--- config.mk ---
export PLATFORM = sky130hd
export DESIGN_NAME = dns_reply_a_record_extract_unit
export DESIGN_NICKNAME = d
export VERILOG_FILES = /design/src/hdl/dnsrae_pkg.sv /design/src/hdl/dns_reply_a_record_extract_unit.sv
export SDC_FILE = /design/constraint.sdc
export NUM_CORES = 1
export LEC_CHECK = 0
export BUFFER_PORTS_ARGS = -buffer_cell sky130_fd_sc_hd__buf_2
export CORE_UTILIZATION = 50
export CTS_BUF_LIST = sky130_fd_sc_hd__clkbuf_4
export CTS_CLUSTER_DIAMETER = 40
export CTS_CLUSTER_SIZE = 10
export DETAILED_ROUTE_END_ITERATION = 10
export PLACE_DENSITY = 0.67
export SLEW_MARGIN = 0
export SYNTH_ARGS = -nofsm -noshare
export SYNTH_HDL_FRONTEND = slang
export SYNTH_SLANG_ARGS = --single-unit
export TNS_END_PERCENT = 100
--- constraint.sdc ---
create_clock -name i_clk -period 9.4 [get_ports i_clk]
set_input_delay 0.94 -clock i_clk [delete_from_list [all_inputs] [get_ports i_clk]]
set_output_delay 0.94 -clock i_clk [all_outputs]
set_load 0.05 [all_outputs]
--- src/hdl/dnsrae_pkg.sv ---
`timescale 1ns / 1ps
// ----------------------------------------------------------------------------
// DNS reply A-record extractor: shared types and constants
// Transfer payloads, verdict codes, parse phases and DNS wire constants.
// ----------------------------------------------------------------------------
package dnsrae_pkg;

    localparam int unsigned HEADER_BYTES = 12;
    localparam int unsigned FIXED_Q_BYTES = 4;
    localparam int unsigned ADDR_BYTES = 4;

    localparam logic [1:0] LABEL_PLAIN = 2'b00;
    localparam logic [1:0] LABEL_PTR = 2'b11;

    localparam logic [15:0] TYPE_A = 16'h0001;
    localparam logic [15:0] A_RDLENGTH = 16'h0004;

    typedef enum logic [2:0] {
        ST_FOUND       = 3'd0,
        ST_TOO_SHORT   = 3'd1,
        ST_SERVER_ERR  = 3'd2,
        ST_NO_ANSWERS  = 3'd3,
        ST_BAD_NAME    = 3'd4,
        ST_TRUNCATED   = 3'd5,
        ST_NO_A_RECORD = 3'd6
    } t_status;

    typedef enum logic [10:0] {
        PH_HEADER = 11'b000_0000_0001,
        PH_QLEN   = 11'b000_0000_0010,
        PH_QLABEL = 11'b000_0000_0100,
        PH_QPTR   = 11'b000_0000_1000,
        PH_QFIXED = 11'b000_0001_0000,
        PH_ALEN   = 11'b000_0010_0000,
        PH_ALABEL = 11'b000_0100_0000,
        PH_APTR   = 11'b000_1000_0000,
        PH_AFIXED = 11'b001_0000_0000,
        PH_AADDR  = 11'b010_0000_0000,
        PH_ASKIP  = 11'b100_0000_0000
    } t_phase;

    typedef struct packed {
        logic [7:0] msg_byte;
        logic       last_byte;
    } t_in_item;

    typedef struct packed {
        logic [2:0]  status;
        logic [31:0] address;
        logic [3:0]  response_code;
    } t_out_item;

endpackage

--- src/hdl/dns_reply_a_record_extract_unit.sv ---
`timescale 1ns / 1ps
// ----------------------------------------------------------------------------
// DNS reply A-record extractor
// Streams a DNS reply one byte per transfer on the input channel, with a mark
// on the final byte, and gives one verdict per message on the output channel:
// the first A record address with rdlength 4, or an error code.
// Both channels use valid/stall; a transfer happens on a rising edge with
// valid high and stall low. One byte is accepted every cycle while no result
// waits under i_out_stall. A verdict is registered: the byte that decides it
// is taken into the input register, and the result register, which drives
// o_out_valid, loads from the input register. Bytes after a verdict give
// nothing until the last-byte mark restarts parsing.
// Throughput: one byte per cycle while no result waits under i_out_stall,
// set by the single-pass parse step between the input and result registers.
// Stall: while a result waits under i_out_stall the input register holds its
// byte and o_in_stall rises once that register is full.
// Reset (i_rst_n low at a clock edge) empties both registers and returns the
// parser to the start of a message.
// ----------------------------------------------------------------------------
module dns_reply_a_record_extract_unit
    import dnsrae_pkg::*;
#(
    parameter int unsigned MAX_MESSAGE_BYTES = 512,
    parameter int unsigned MAX_LABELS = 16,
    parameter int unsigned NAME_BUFFER_CHARS = 256
) (
    input  logic      i_clk,
    input  logic      i_rst_n,
    input  logic      i_in_valid,
    input  t_in_item  i_in_data,
    output logic      o_in_stall,
    output logic      o_out_valid,
    output t_out_item o_out_data,
    input  logic      i_out_stall
);

    localparam int unsigned POS_W = $clog2(MAX_MESSAGE_BYTES + 1);
    localparam int unsigned CNT_W = $clog2(NAME_BUFFER_CHARS);
    localparam int unsigned LAB_W = $clog2(MAX_LABELS + 2);

    logic             r_in_valid;
    t_in_item         r_in_data;
    logic             r_out_valid;
    t_out_item        r_out_data;

    logic [POS_W-1:0] r_pos, n_pos;
    t_phase           r_phase, n_phase;
    logic [15:0]      r_q, n_q;
    logic [15:0]      r_a, n_a;
    logic [5:0]       r_lbl_left, n_lbl_left;
    logic [CNT_W-1:0] r_chars, n_chars;
    logic [LAB_W-1:0] r_labels, n_labels;
    logic [3:0]       r_fidx, n_fidx;
    logic [15:0]      r_rtype, n_rtype;
    logic [15:0]      r_rlen, n_rlen;
    logic [31:0]      r_shift, n_shift;
    logic             r_verdict, n_verdict;
    logic [3:0]       r_rcode, n_rcode;

    logic             adv;
    logic             in_ready;
    logic             proc;
    logic             emit;
    t_out_item        n_out_data;
    logic [7:0]       v;
    logic             is_q;
    logic [CNT_W:0]   char_sum;
    logic [15:0]      plen;

    assign adv = r_in_valid && (!r_out_valid || !i_out_stall);
    assign in_ready = !r_in_valid || adv;
    assign o_in_stall = !in_ready;
    assign o_out_valid = r_out_valid;
    assign o_out_data = r_out_data;

    assign v = r_in_data.msg_byte;
    assign is_q = (r_phase == PH_QLEN) || (r_phase == PH_QLABEL) || (r_phase == PH_QPTR);
    assign char_sum = {1'b0, r_chars} + (CNT_W + 1)'(v[5:0]) + (CNT_W + 1)'(1);
    assign plen = {r_rlen[15:8], v};

    always_comb begin
        n_pos = r_pos;
        n_phase = r_phase;
        n_q = r_q;
        n_a = r_a;
        n_lbl_left = r_lbl_left;
        n_chars = r_chars;
        n_labels = r_labels;
        n_fidx = r_fidx;
        n_rtype = r_rtype;
        n_rlen = r_rlen;
        n_shift = r_shift;
        n_rcode = r_rcode;
        emit = 1'b0;
        n_out_data.status = ST_FOUND;
        n_out_data.address = 32'h0;
        n_out_data.response_code = 4'h0;

        proc = !r_verdict && (r_pos < POS_W'(MAX_MESSAGE_BYTES));

        if (proc) begin
            n_pos = r_pos + POS_W'(1);
            unique case (r_phase)
                PH_HEADER: begin
                    if (r_pos == POS_W'(3)) begin
                        n_rcode = v[3:0];
                    end else if (r_pos == POS_W'(4)) begin
                        n_q = {v, 8'h00};
                    end else if (r_pos == POS_W'(5)) begin
                        n_q = {r_q[15:8], v};
                    end else if (r_pos == POS_W'(6)) begin
                        n_a = {v, 8'h00};
                    end else if (r_pos == POS_W'(7)) begin
                        n_a = {r_a[15:8], v};
                    end else if (r_pos == POS_W'(HEADER_BYTES - 1)) begin
                        if (r_rcode != 4'h0) begin
                            emit = 1'b1;
                            n_out_data.status = ST_SERVER_ERR;
                        end else if (r_a == 16'h0) begin
                            emit = 1'b1;
                            n_out_data.status = ST_NO_ANSWERS;
                        end else begin
                            n_phase = (r_q == 16'h0) ? PH_ALEN : PH_QLEN;
                            n_chars = '0;
                            n_labels = '0;
                            n_lbl_left = '0;
                        end
                    end
                end
                PH_QLEN, PH_ALEN: begin
                    if (v == 8'h00) begin
                        n_phase = is_q ? PH_QFIXED : PH_AFIXED;
                        n_fidx = '0;
                        n_rtype = '0;
                        n_rlen = '0;
                    end else if (v[7:6] == LABEL_PTR) begin
                        n_phase = is_q ? PH_QPTR : PH_APTR;
                    end else if (v[7:6] != LABEL_PLAIN) begin
                        emit = 1'b1;
                        n_out_data.status = ST_BAD_NAME;
                    end else if (char_sum >= (CNT_W + 1)'(NAME_BUFFER_CHARS)) begin
                        emit = 1'b1;
                        n_out_data.status = ST_BAD_NAME;
                    end else begin
                        n_chars = char_sum[CNT_W-1:0];
                        n_lbl_left = v[5:0];
                        n_phase = is_q ? PH_QLABEL : PH_ALABEL;
                    end
                end
                PH_QLABEL, PH_ALABEL: begin
                    n_lbl_left = r_lbl_left - 6'd1;
                    if (r_lbl_left == 6'd1) begin
                        n_labels = r_labels + LAB_W'(1);
                        if (r_labels == LAB_W'(MAX_LABELS)) begin
                            emit = 1'b1;
                            n_out_data.status = ST_BAD_NAME;
                        end else begin
                            n_phase = is_q ? PH_QLEN : PH_ALEN;
                        end
                    end
                end
                PH_QPTR, PH_APTR: begin
                    n_phase = is_q ? PH_QFIXED : PH_AFIXED;
                    n_fidx = '0;
                    n_rtype = '0;
                    n_rlen = '0;
                end
                PH_QFIXED: begin
                    n_fidx = r_fidx + 4'd1;
                    if (r_fidx == 4'(FIXED_Q_BYTES - 1)) begin
                        n_q = r_q - 16'd1;
                        n_phase = (r_q == 16'd1) ? PH_ALEN : PH_QLEN;
                        n_chars = '0;
                        n_labels = '0;
                        n_lbl_left = '0;
                    end
                end
                PH_AFIXED: begin
                    n_fidx = r_fidx + 4'd1;
                    if (r_fidx == 4'd0) begin
                        n_rtype = {v, 8'h00};
                    end else if (r_fidx == 4'd1) begin
                        n_rtype = {r_rtype[15:8], v};
                    end else if (r_fidx == 4'd8) begin
                        n_rlen = {v, 8'h00};
                    end else if (r_fidx == 4'd9) begin
                        n_rlen = plen;
                        if ((r_rtype == TYPE_A) && (plen == A_RDLENGTH)) begin
                            n_phase = PH_AADDR;
                            n_fidx = '0;
                            n_shift = '0;
                        end else if (r_a <= 16'd1) begin
                            emit = 1'b1;
                            n_out_data.status = ST_NO_A_RECORD;
                        end else if (plen == 16'h0) begin
                            n_a = r_a - 16'd1;
                            n_phase = PH_ALEN;
                            n_chars = '0;
                            n_labels = '0;
                            n_lbl_left = '0;
                        end else begin
                            n_phase = PH_ASKIP;
                        end
                    end
                end
                PH_AADDR: begin
                    n_shift = {r_shift[23:0], v};
                    n_fidx = r_fidx + 4'd1;
                    if (r_fidx == 4'(ADDR_BYTES - 1)) begin
                        emit = 1'b1;
                        n_out_data.status = ST_FOUND;
                        n_out_data.address = {r_shift[23:0], v};
                    end
                end
                PH_ASKIP: begin
                    n_rlen = r_rlen - 16'd1;
                    if (r_rlen == 16'd1) begin
                        n_a = r_a - 16'd1;
                        n_phase = PH_ALEN;
                        n_chars = '0;
                        n_labels = '0;
                        n_lbl_left = '0;
                    end
                end
                default: begin
                end
            endcase
        end

        n_verdict = r_verdict || emit;

        if (r_in_data.last_byte && !n_verdict) begin
            emit = 1'b1;
            n_out_data.address = 32'h0;
            n_out_data.status = (n_pos < POS_W'(HEADER_BYTES)) ? ST_TOO_SHORT : ST_TRUNCATED;
        end
        n_out_data.response_code = n_rcode;

        if (r_in_data.last_byte) begin
            n_pos = '0;
            n_phase = PH_HEADER;
            n_q = '0;
            n_a = '0;
            n_lbl_left = '0;
            n_chars = '0;
            n_labels = '0;
            n_fidx = '0;
            n_rtype = '0;
            n_rlen = '0;
            n_shift = '0;
            n_verdict = 1'b0;
            n_rcode = '0;
        end
    end

    always_ff @(posedge i_clk) begin
        if (!i_rst_n) begin
            r_in_valid <= 1'b0;
            r_out_valid <= 1'b0;
            r_pos <= '0;
            r_phase <= PH_HEADER;
            r_q <= '0;
            r_a <= '0;
            r_lbl_left <= '0;
            r_chars <= '0;
            r_labels <= '0;
            r_fidx <= '0;
            r_rtype <= '0;
            r_rlen <= '0;
            r_shift <= '0;
            r_verdict <= 1'b0;
            r_rcode <= '0;
        end else begin
            if (in_ready) begin
                r_in_valid <= i_in_valid;
            end
            if (adv) begin
                r_out_valid <= emit;
                r_pos <= n_pos;
                r_phase <= n_phase;
                r_q <= n_q;
                r_a <= n_a;
                r_lbl_left <= n_lbl_left;
                r_chars <= n_chars;
                r_labels <= n_labels;
                r_fidx <= n_fidx;
                r_rtype <= n_rtype;
                r_rlen <= n_rlen;
                r_shift <= n_shift;
                r_verdict <= n_verdict;
                r_rcode <= n_rcode;
            end else if (!i_out_stall) begin
                r_out_valid <= 1'b0;
            end
        end
    end

    always_ff @(posedge i_clk) begin
        if (in_ready && i_in_valid) begin
            r_in_data <= i_in_data;
        end
        if (adv && emit) begin
            r_out_data <= n_out_data;
        end
    end

    a_phase_onehot: assert property (@(posedge i_clk) disable iff (!i_rst_n)
        $onehot(r_phase))
        else $error("parse phase not one-hot");

    a_addr_zero: assert property (@(posedge i_clk) disable iff (!i_rst_n)
        o_out_valid && (o_out_data.status != ST_FOUND) |-> o_out_data.address == 32'h0)
        else $error("address not zero on an error verdict");

    a_one_verdict: assert property (@(posedge i_clk) disable iff (!i_rst_n)
        adv && r_verdict && !r_in_data.last_byte |=> !o_out_valid)
        else $error("second verdict within one message");

    a_last_restarts: assert property (@(posedge i_clk) disable iff (!i_rst_n)
        adv && r_in_data.last_byte |=> (r_pos == '0) && (r_phase == PH_HEADER) && !r_verdict)
        else $error("parser not restarted after last byte");

    a_last_gives_verdict: assert property (@(posedge i_clk) disable iff (!i_rst_n)
        adv && r_in_data.last_byte && !r_verdict |=> o_out_valid)
        else $error("message ended without a verdict");

endmodule
==> impl_metrics.env <==
export IMPL_synth_async_reset_ratio_pct=0
export IMPL_slew_violations=0
export IMPL_vias_per_cell=6.39
export IMPL_multi_input_comb_area_um2=6080
export IMPL_grtUsageTotal_pct=28.8
export IMPL_cts_hold_buffers=0
export IMPL_instance_count_after_placement_with_tap_cells_included=1520
export IMPL_min_delay_path_class="flip-flop to flip-flop"
export IMPL_drt_wl_total_um=31200
export IMPL_drive_above_1_share_pct=11.9
export IMPL_timing_max_slew_rel_slack_pct=21.1
export IMPL_synth_seq_cells=187
export IMPL_synth_top_area_cell="sky130_fd_sc_hd__dfxtp_1"
export IMPL_hpwlAfterDp_um=21700
export IMPL_floorplan_initialDensity_pct=51.2
export IMPL_max_freq_ghz=0.254
export IMPL_synth_area_per_cell_um2=8.52
export IMPL_ctsLongestPathBuffers=2
export IMPL_setup_viol=0
export IMPL_design_portCount=54
export IMPL_cp_cell_sequence="inv_1 > ha_1 > fa_1 > nor2b_1 > o2111ai_1 > a21oi_1 > o211ai_1 > a41oi_1 > o21a_2"
export IMPL_layout_area_seq_um2=4220
export IMPL_ctsResizeCount=0
export IMPL_crit_arrival_ns=4.20
export IMPL_hold_ws_ns=0.466
export IMPL_fp_dieArea_um2=22200
export IMPL_gp_congestion=0.983
export IMPL_ctsRootBufferMaster="sky130_fd_sc_hd__clkbuf_4"
export IMPL_worst_setup_hold_path_clk_slew_ns=0.21
export IMPL_vdd_ir_drop_max_mv=0.0855
export IMPL_crit_path_max_fanout=39
export IMPL_critical_path_slowest_cell="sky130_fd_sc_hd__o21a_2"
export IMPL_area_growth_pct=6.34
export IMPL_fillers=2015
export IMPL_cts_buffers=17
export IMPL_cellLeakagePower_uw=0.00395
export IMPL_grt_start_max_net_pins=78
export IMPL_chipWidth_um=149
export IMPL_synth_cells_most_frequent="sky130_fd_sc_hd__dfxtp_1 (139), sky130_fd_sc_hd__nand2_1 (130), sky130_fd_sc_hd__nor2_1 (96)"
export IMPL_drc_errors=0
export IMPL_cts_htree_levels=4
export IMPL_grt_setup_unrepaired="false"
export IMPL_ys_flop_type="sky130_fd_sc_hd__dfxtp_1"
export IMPL_fin_setup_tns_ns=0
export IMPL_worst_path_dominant_cell_family="compound AO/OA/AOI/OAI gates"
export IMPL_tightest_slew_ns=1.18
export IMPL_synth_most_common_cell="sky130_fd_sc_hd__dfxtp_1"
export IMPL_worst_ep_required_time_ns=9.66
export IMPL_avgRoutedWirePerCell_um=20.1
export IMPL_synth_top_area_share_pct=25.8
export IMPL_min_period_over_period_pct=41.9
export IMPL_post_synth_inst_count=1268
export IMPL_total_gr_overflow=0
export IMPL_detail_route_first_pass_iterations=5
export IMPL_grt_first_pass_wirelength_um=50000
export IMPL_mappedNetlistNets=1307
export IMPL_cp_buffers_inverters=1
export IMPL_netlist_top_cells_area="sky130_fd_sc_hd__dfxtp_1 (26%), sky130_fd_sc_hd__edfxtp_1 (13%), sky130_fd_sc_hd__nand2_1 (4.5%), sky130_fd_sc_hd__a21oi_1 (3.8%), sky130_fd_sc_hd__nor2_1 (3.3%)"
export IMPL_critical_path_class="flip-flop to flip-flop"
export IMPL_chipHeight_um=149
export IMPL_post_cts_repair_setup_buffers=0
export IMPL_run_status="complete, no violations"
export IMPL_insertion_delay_ns=0.61
export IMPL_cts_sinks=187
export IMPL_synth_warnings=0
export IMPL_number_of_flops_mapped_to_enable_cells_by_yosys=48
export IMPL_cp_end_kind="flip-flop"
export IMPL_worst_setup_path_start_kind="flip-flop"
export IMPL_detailroute_via_count=9922
export IMPL_finalNonFillerCells=1553
export IMPL_finalClockSkew_ns=0.0367
export IMPL_max_cap_viol_count=0
export IMPL_layout_min_cycle_time_ns=3.94
export IMPL_mappedNetlistArea_um2=10800
export IMPL_synth_yosys_seq_area_share_pct=39.1
export IMPL_synth_cell_type_count=84
export IMPL_tritoncts="done"
export IMPL_floorplan_core_area_um2=21100
export IMPL_number_of_global_route_vias_before_repair=8989
export IMPL_power_per_cell_area_nw_per_um2=136
export IMPL_io_buffer_count=53
export IMPL_antenna_found_initial=1
export IMPL_fp_row_count=53
export IMPL_finalHoldViolCount=0
export IMPL_slowest_delay_ns=0.79
export IMPL_antenna_left=0
export IMPL_detailedRoute_firstIterationViolations=1164
export IMPL_finish_net_count=1303
## routing by layer
| metal | vias up | GRT usage (%) | wire (um) |
|---|---|---|---|
| met3 | 69 | 6.61 | 2420 |
| met5 | - | 0 | 0 |
| met1 | 4744 | 40.3 | 14100 |
| li1 | 4702 | - | - |
| met2 | 407 | 42.9 | 13600 |
| met4 | 0 | 10.9 | 1020 |
## flip-flops by register name, indices dropped and copies added (netlist names), 6 cells and up
signal      flops
r_phase        11
r_rlen         16
o_out_data     39
r_lbl_left      6
r_a            16
r_chars         8
r_q            16
r_shift        24
v               8
r_pos          10
r_rtype        16
## logic make-up (layout without fill, tap and decap cells)
family          Yosys count  count (layout)  share of synthesized area [%]
simple gates            570             570                           28.4
compound gates          307             307                           19.6
flops                   187             187                           39.1
buf+inv                 121             130                           4.76
mux                      30              30                           2.83
xor+xnor                 27              27                           2.19
fa+ha+maj                26              26                           3.08
other cells               0               1                              0
## power by group
group          leakage [uW]  internal [uW]  switching [uW]  total (uW)
Sequential          0.00153            840            20.3         860
Clock              0.000177            141             368         509
Combinational       0.00224           56.8             134         191
## cell usage in the layout (no fill, tap or decap), types with 12 or more instances in the layout
master	instances
sky130_fd_sc_hd__nand2_1	130
sky130_fd_sc_hd__nor2b_1	18
sky130_fd_sc_hd__o31ai_1	12
sky130_fd_sc_hd__a21oi_1	81
sky130_fd_sc_hd__dfxtp_1	139
sky130_fd_sc_hd__ha_1	25
sky130_fd_sc_hd__xor2_1	12
sky130_fd_sc_hd__or4_1	18
sky130_fd_sc_hd__nor4_1	35
sky130_fd_sc_hd__mux2i_1	26
sky130_fd_sc_hd__edfxtp_1	48
sky130_fd_sc_hd__nand3_1	60
sky130_fd_sc_hd__nand2b_1	16
sky130_fd_sc_hd__and2_1	33
sky130_fd_sc_hd__buf_4	14
sky130_fd_sc_hd__nor2_1	96
sky130_fd_sc_hd__buf_2	52
sky130_fd_sc_hd__or3_1	29
sky130_fd_sc_hd__inv_1	31
sky130_fd_sc_hd__o22ai_1	12
sky130_fd_sc_hd__clkbuf_4	17
sky130_fd_sc_hd__o21ai_0	43
sky130_fd_sc_hd__nor3_1	44
sky130_fd_sc_hd__and3_1	14
sky130_fd_sc_hd__o211ai_1	12
sky130_fd_sc_hd__nand4_1	21
sky130_fd_sc_hd__xnor2_1	15
sky130_fd_sc_hd__a31oi_1	15
## worst register-to-register path: cells and delay by family (launching register included)
kind | cells | cell delay [ns]
simple gates | 1 | 0.17
compound gates | 5 | 1.78
fa+ha+maj | 2 | 0.71
buf+inv | 1 | 0.26
flops | 1 | 0.62
## area by class of cell
class	instances	share of cell area (%)
Clock buffer	17	1.11
Timing Repair Buffer	66	3.18
Tap cell	275	3.00
Antenna cell	1	0.0218
Inverter	32	1.05
Multi-Input combinational cell	960	52.9
Clock inverter	15	1.93
Sequential cell	187	36.8
## stage by stage
step	instance area [um^2]	util [%]	setup slack, ns	total power [uW]
after global placement	11100	52.8	5.66	1060
after global routing	11500	54.5	5.14	1620
after floorplan	10800	-	5.72	1010
after CTS	11500	54.5	5.44	1560
after detailed placement	11100	52.8	5.47	1060
final	11500	54.5	5.46	1560
## worst paths after layout
path | startpoint | endpoint | slack (ns) | cells after the start
max reg2reg | v[0] | o_out_data[35] | 5.46 | 9
min | r_shift[19] | r_shift[19] | 0.47 | 2
max | v[0] | o_out_data[35] | 5.46 | 9
min reg2reg | r_shift[19] | r_shift[19] | 0.47 | 2
No activity file was read; power rests on OpenSTA's default activity.
